File: src/rtl/core/rsa_exponent_derivation_defines.svh
// assertion macros for the rsa exponent derivation block
`ifndef RSA_EXPONENT_DERIVATION_DEFINES_SVH
`define RSA_EXPONENT_DERIVATION_DEFINES_SVH

// implication checked on every clock edge outside reset
`define RSAED_ASSERT_IMP(label, ante, cons, msg) \
	label: assert property (@(posedge clk) disable iff (!arst_n) (ante) |-> (cons)) \
		else $error(msg);

// implication whose consequent is checked at the next clock edge
`define RSAED_ASSERT_NEXT(label, ante, cons, msg) \
	label: assert property (@(posedge clk) disable iff (!arst_n) (ante) |=> (cons)) \
		else $error(msg);

`endif

File: src/rtl/core/rsaed_pkg.sv
// shared types and constants for the rsa exponent derivation block
`timescale 1ns / 1ps
package rsaed_pkg;
	localparam int unsigned PRIME_BITS_DEF = 32;
	localparam logic [31:0] START_RESET = 32'd10000;

	typedef enum logic [3:0] {
		S_IDLE,
		S_MUL_N,
		S_MUL_T,
		S_CHECK,
		S_GCD,
		S_GCD_WAIT,
		S_INV,
		S_INV_WAIT,
		S_FIN1,
		S_FIN2,
		S_DONE
	} state_t;

	typedef struct packed {
		logic busy;
		logic done;
	} div_stat_t;
endpackage

File: src/rtl/core/rsaed_div.sv
// shared restoring divider, one quotient bit per cycle, with quotient times multiplier
`timescale 1ns / 1ps
module rsaed_div import rsaed_pkg::*; #(
	parameter int unsigned W = 2 * PRIME_BITS_DEF
) (
	input  logic         clk,
	input  logic         arst_n,
	input  logic         start,
	input  logic [W-1:0] dividend,
	input  logic [W-1:0] divisor,
	input  logic [W-1:0] mult,
	output logic [W-1:0] remainder,
	output logic [W-1:0] product,
	output div_stat_t    stat
);
	localparam int unsigned CW = $clog2(W + 1);

	logic [W:0]    rem_q;
	logic [W-1:0]  quo_q;
	logic [W-1:0]  acc_q;
	logic [W-1:0]  dvs_q;
	logic [W-1:0]  mul_q;
	logic [CW-1:0] cnt_q;
	logic          busy_q;
	logic          done_q;
	logic [W:0]    shifted;
	logic          qbit;
	logic [W:0]    diff;

	assign shifted = {rem_q[W-1:0], quo_q[W-1]};
	assign diff    = shifted - {1'b0, dvs_q};
	assign qbit    = (shifted >= {1'b0, dvs_q});

	always_ff @(posedge clk or negedge arst_n) begin
		if (!arst_n) begin
			busy_q <= 1'b0;
			done_q <= 1'b0;
			cnt_q  <= '0;
		end else begin
			done_q <= 1'b0;
			if (start) begin
				busy_q <= 1'b1;
				cnt_q  <= CW'(W);
			end else if (busy_q) begin
				cnt_q <= cnt_q - 1'b1;
				if (cnt_q == CW'(1)) begin
					busy_q <= 1'b0;
					done_q <= 1'b1;
				end
			end
		end
	end

	always_ff @(posedge clk) begin
		if (start) begin
			rem_q <= '0;
			quo_q <= dividend;
			acc_q <= '0;
			dvs_q <= divisor;
			mul_q <= mult;
		end else if (busy_q) begin
			rem_q <= qbit ? diff : shifted;
			quo_q <= {quo_q[W-2:0], qbit};
			acc_q <= {acc_q[W-2:0], 1'b0} + (qbit ? mul_q : '0);
		end
	end

	assign remainder = rem_q[W-1:0];
	assign product   = acc_q;
	assign stat.busy = busy_q;
	assign stat.done = done_q;
endmodule

File: config.mk
export PLATFORM = sky130hd
export DESIGN_NAME = rsaed_div
export DESIGN_NICKNAME = d
export VERILOG_FILES = /design/src/rtl/core/rsa_exponent_derivation_defines.svh /design/src/rtl/core/rsaed_pkg.sv /design/src/rtl/core/rsaed_div.sv
export SDC_FILE = /design/constraint.sdc
export NUM_CORES = 1
export LEC_CHECK = 0
export ABC_CLOCK_PERIOD_IN_PS = 7400
export CAP_MARGIN = 20
export CORE_MARGIN = 10
export CORE_UTILIZATION = 32
export DETAILED_ROUTE_END_ITERATION = 6
export DONT_BUFFER_PORTS = 1
export PLACE_DENSITY = 0.53
export SETUP_SLACK_MARGIN = 0.15
export SLEW_MARGIN = 20
export SYNTH_ARGS = -nofsm -noshare
export SYNTH_HDL_FRONTEND = slang
export SYNTH_SLANG_ARGS = --single-unit
File: constraint.sdc
create_clock -name clk -period 7.4 [get_ports clk]
set_input_delay 2.22 -clock clk [delete_from_list [all_inputs] [get_ports clk]]
set_output_delay 2.22 -clock clk [all_outputs]
set_load 0.05 [all_outputs]
## Word level (Yosys, flattened, before mapping)

Index checks and enable logic that the tools add are counted.
W data, S select, Z words.

| storage, ports and cells | value |
|---|---|
| output and inout port bits | 130 |
| memory bits (read-only) | 0 |
| bits of input ports | 195 |
| memories kept | 0 |
| bits in writable memories | 0 |
| register bits after elaboration | 329 |
| bits in latches | 0 |

| operators by class | value |
|---|---|
| muxes and demuxes | 12 |
| reductions and logical operators | 1 |
| div/mod/pow operators | 0 |
| $lt $le $gt $ge | 1 |
| shift operators | 0 |
| eq/ne operators | 1 |
| add/sub/neg operators | 3 |
| $mul | 0 |
| bitwise logic cells | 0 |

Operators by type and width:

| kind | number |
|---|---|
| $mux W64 | 4 |
| $ge A65 B64 Y1 | 1 |
| $add A64 B64 Y64 | 1 |
| $sub A64 B64 Y64 | 1 |
| $mux W7 | 2 |
| $eq A7 B1 Y1 const B | 1 |
| $sub A7 B1 Y7 const B | 1 |
| $mux W1 | 6 |
| $reduce_bool A2 Y1 | 1 |

## Logic depth before layout (Yosys ltp)

| logic depth | value |
|---|---|
| word-level depth | 4 |
| mapped depth | 27 |
| mapped depth without buffers | 24 |

## Worst setup path after synthesis

No wires, ideal clock.

| timing | value |
|---|---|
| path kind | reg-to-reg |
| start point | reg rem_q[2] |
| end point | reg acc_q[60], in the netlist product[60] |
| slack | 1.558 ns |
| period minus slack after synthesis | 5.842 ns |
| library setup time | 0.095 ns |
| arrival time | 5.747 ns |
| stages on the path, launching flop included | 26 |
| path buffers | 3 |
| cells stage by stage | dfxtp_1 -> ha_1 -> a21o_1 -> a21oi_1 -> o21ai_1 -> a31oi_1 -> o21ai_1 -> a311o_1 -> o21ai_1 -> nand2_1 -> buf_2 -> clkbuf_1 -> and2_1 -> ha_1 -> clkbuf_1 -> and3_1 -> and2_1 -> a221oi_1 -> o221ai_1 -> a21oi_2 -> o21ai_1 -> a211oi_2 -> o21ai_1 -> a311o_1 -> a31o_1 -> o311ai_1 |

| on the way | value |
|---|---|
| longest elaborated chain between the ends | 3 |

Ends and longest elaborated chain:

| item | RTL line | source |
|---|---|---|
| start: declaration | rsaed_div.sv:18 | `logic [W:0] rem_q;` |
| start signal: assignment | rsaed_div.sv:62 | `rem_q <= qbit ? diff : shifted;` |
| $ge A65 B64 Y1 | rsaed_div.sv:32 | `assign qbit = (shifted >= {1'b0, dvs_q});` |
| $mux W64 | rsaed_div.sv:64 | `acc_q <= {acc_q[W-2:0], 1'b0} + (qbit ? mul_q : '0);` |
| $add A64 B64 Y64 | rsaed_div.sv:64 |  |
| end signal: assignment | rsaed_div.sv:64 |  |
| end: declaration | rsaed_div.sv:20 | `logic [W-1:0] acc_q;` |

Every way passes these cells.
A chain may end at the register's enable or synchronous reset.

## Final worst setup path

| timing | value |
|---|---|
| start point | reg rem_q[2] |
| end point | reg acc_q[63], in the netlist product[63] |

The elaborated chain is that of the path after synthesis.

==> results by group <==
Synth
  • Sequential share of the synthesized area: 43.3%
  • Top FF cell, synth: edfxtp_1
  • Yosys top cell area share: 29.2%
  • Yosys warns: 0
  • EDFF count, synth: 192
  • FFs w/ async S/R, synth: 2.74%
  • Synthesis-stage register bit count: 329
  • Mapped Nets: 2384
  • Post-synthesis instance area: between 0.015 and 0.02 mm²
  • Most common cell in the netlist: nand2_1
  • Post-Syn Area per Cell: 9.59 µm²
  • Commonest cells in the netlist: nand2_1, edfxtp_1, nor2_1
  • Yosys top cell by area: edfxtp_1
  • Top post-synthesis cells by area: edfxtp_1, dfxtp_1, ha_1
  • Cells after synthesis: approximately 2100
  • Unique masters post-synth: 83

Timing
  • Slew margin rel.: 42.3%
  • Setup Skew: around 24 ps
  • Final period util: 90.7%
  • Setup TNS Final: 0 ps
  • Final hold viol count: 0
  • Max-slew violation count: 0
  • RSZ-0062 raised after global routing: no
  • Fin crit period: 6710 ps
  • # setup viols final: 0
  • Fmax: 149 MHz
  • Worst Tran Pin Value: 866 ps

Critical path
  • WP data required: 7870 ps
  • Reg-to-reg slack, setup: ~690 ps
  • Max FO, Critical Path: 40
  • Critical Path Start: rem_q[2]$_SDFFE_PP0P_
  • Setup Crit Path Kind: register to register
  • Worst EP arrival: roughly 7200 ps
  • Critical Path Start Type: register
  • FF-to-FF End: product[63]$_SDFFE_PP0P_
  • Critical Path Sink Type: register
  • Worst-case reg-to-reg path depth: 24
  • Worst reg2reg path startpoint: rem_q[2]$_SDFFE_PP0P_

Clock network
  • CTS root buf: clkbuf_16
  • Worst-Skew Late Latency: 580 ps
  • CTS max path bufs: 3
  • CTS tree: built
  • Clk slew on worst S/H paths: 60 ps
  • CTS buffer count: 42
  • H-tree Lvls: 2
  • Clock Sinks: 329

Die
  • Cell row count: between 90 and 100
  • Core area: 0.0614 mm²
  • Die Span Y: 268 µm
  • Die area: 0.0721 mm²
  • Die width: 268 µm
  • Starting density of the core: 32.2%
  • I/O pin cnt: 325

GRT
  • Tot GR Track Use: 16.0%
  • Initial antenna violation count: 10
  • Vias in the first global route: 15227
  • GRT overflow: 0
  • Largest net degree at the start of global routing: around 290
  • First-pass GRT wire length: 90.4 mm

Power and ir drop
  • Leak pwr: 0.00919 µW
  • Pwr Density: between 400 and 500 mW/mm²
  • Max VDD drop: approximately 0.25 mV

Routing
  • DR pass1 iterations: 5
  • Routed wire length: 59.6 mm
  • WL/cell: 20.8 µm
  • Via density: 5.32
  • Antenna Nets Post-Route: 0
  • Starting DRC count in detailed routing: 1138
  • Post-route DRC: 0
  • Via count: 15269

Worst hold path
  • HP Start: mul_q[0]$_DFFE_PP_
  • Worst hold path depth: 1
  • Worst Hold End: product[0]$_SDFFE_PP0P_
  • Tightest Hold Check Type: register to register

Finish
  • Final instance area: 0.0222 mm²
  • Share of layout cells above drive strength 1: around 11%
  • Final core occ: between 30% and 40%
  • P&R area growth vs syn: 12.2%
  • Nets: 2369

Flow run
  • Max-cap violations: 0

Place
  • DP Area: between 0.02 and 0.025 mm²
  • DP HPWL: 43.7 mm
  • Routability Congestion: 0.917
  • IO Port Bufs: 0

Outcome
  • Status: complete, no violations
stage by stage:
step                      power (µW)  std cells  worst slack [ps]  hold WS (ps)
after detailed placement        8340       2790               559           453
after global placement          8300       2790               818           450
after global routing           11100       2869               155           500
after CTS                      10500       2867               554           467
after floorplan                 7060       2059              1560           436
final                          10400       2870               690           460
worst max-delay path: stages, from the launching register on:
cell	delay [ps]
dfxtp_1	290
buf_4	200
ha_1	380
a21o_1	200
a21oi_1	120
o21ai_1	150
a31oi_2	320
o21ai_1	280
a311o_1	420
o21ai_1	350
nand2_4	300
and2_1	280
ha_1	210
fa_1	440
a211oi_1	370
o21ai_1	180
nand2_1	170
o21ai_0	230
a31oi_1	200
nand2_1	200
a31oi_2	360
nor4_1	140
o41ai_2	380
nor3b_1	110
a2111oi_2	290
kinds of logic (layout without fill, tap and decap cells):
kind of cell	after synthesis	count (layout)	share of synthesized area, %
buf+inv	221	239	4.46
xor+xnor	115	115	5.14
simple gates	601	601	14.3
compound gates	560	560	18.8
mux	103	103	5.64
other cells	0	3	0
fa+ha+maj	130	130	8.31
flops	329	329	43.3
timing repair:
item | 4_1_cts | 5_1_grt
buffers inserted | 0 | 0
endpoints found under the setup margin | 0 | 4
gates resized for setup | 0 | 3
hold buffers | 0 | 0
how the worst max path moves through the flow:
stage / end / slack (ps) / depth (start not counted)
after floorplan: product[60]$_SDFFE_PP0P_ / 1560 / 25
after global placement: product[63]$_SDFFE_PP0P_ / 820 / 24
after detailed placement: product[63]$_SDFFE_PP0P_ / 560 / 24
after CTS: product[63]$_SDFFE_PP0P_ / 550 / 24
after global routing: product[63]$_SDFFE_PP0P_ / 160 / 24
final: product[63]$_SDFFE_PP0P_ / 690 / 24
placed cells by master (no fill, tap or decap), types with 16 or more instances in the layout:
master	n
nand2_1	193
edfxtp_1	192
nor2_1	162
a21oi_1	161
ha_1	128
dfxtp_1	128
inv_1	99
o21ai_0	94
and2_1	70
xnor2_1	68
mux2_2	65
buf_4	62
a21o_1	58
xor2_1	46
clkbuf_16	42
mux2i_1	37
a311oi_1	36
nand4_1	35
nand3_1	31
nor3_1	31
o21bai_1	30
o21ai_1	26
o21a_1	19
nor2b_1	17
a211oi_1	16
per-layer routing:
metal	vias to the layer above	GRT usage, %	part of all wire [%]
met3	108	6.23	9.4
met2	431	26.3	47
met5	-	0	0.13
met1	7264	18.9	41
li1	7456	-	-
met4	10	5.27	2.8
flip-flops by register name (all words and copies together), names as in the netlist:
register / count
busy_q: 1
cnt_q: 7
done_q: 1
dvs_q: 64
mul_q: 64
product: 64
quo_q: 64
rem_q: 64
where the power goes:
group | total [µW] | switching (µW) | internal, µW
registers | 3540 | 1110 | 2420
clock network | 2110 | 849 | 1260
logic | 4770 | 3050 | 1720
total | 10400 | 5010 | 5400
cell type report:
| cell class | instances | area, µm² |
|---|---|---|
| Timing Repair Buffer | 62 | 465 |
| Fill cell | 6160 | 39200 |
| Tap cell | 790 | 988 |
| Clock inverter | 19 | 241 |
| Inverter | 100 | 375 |
| Clock buffer | 58 | 1170 |
| Antenna cell | 3 | 7.51 |
| Multi-Input combinational cell | 1509 | 10400 |
| Sequential cell | 329 | 8560 |
Note: power is estimated with default switching activity, not from simulation.
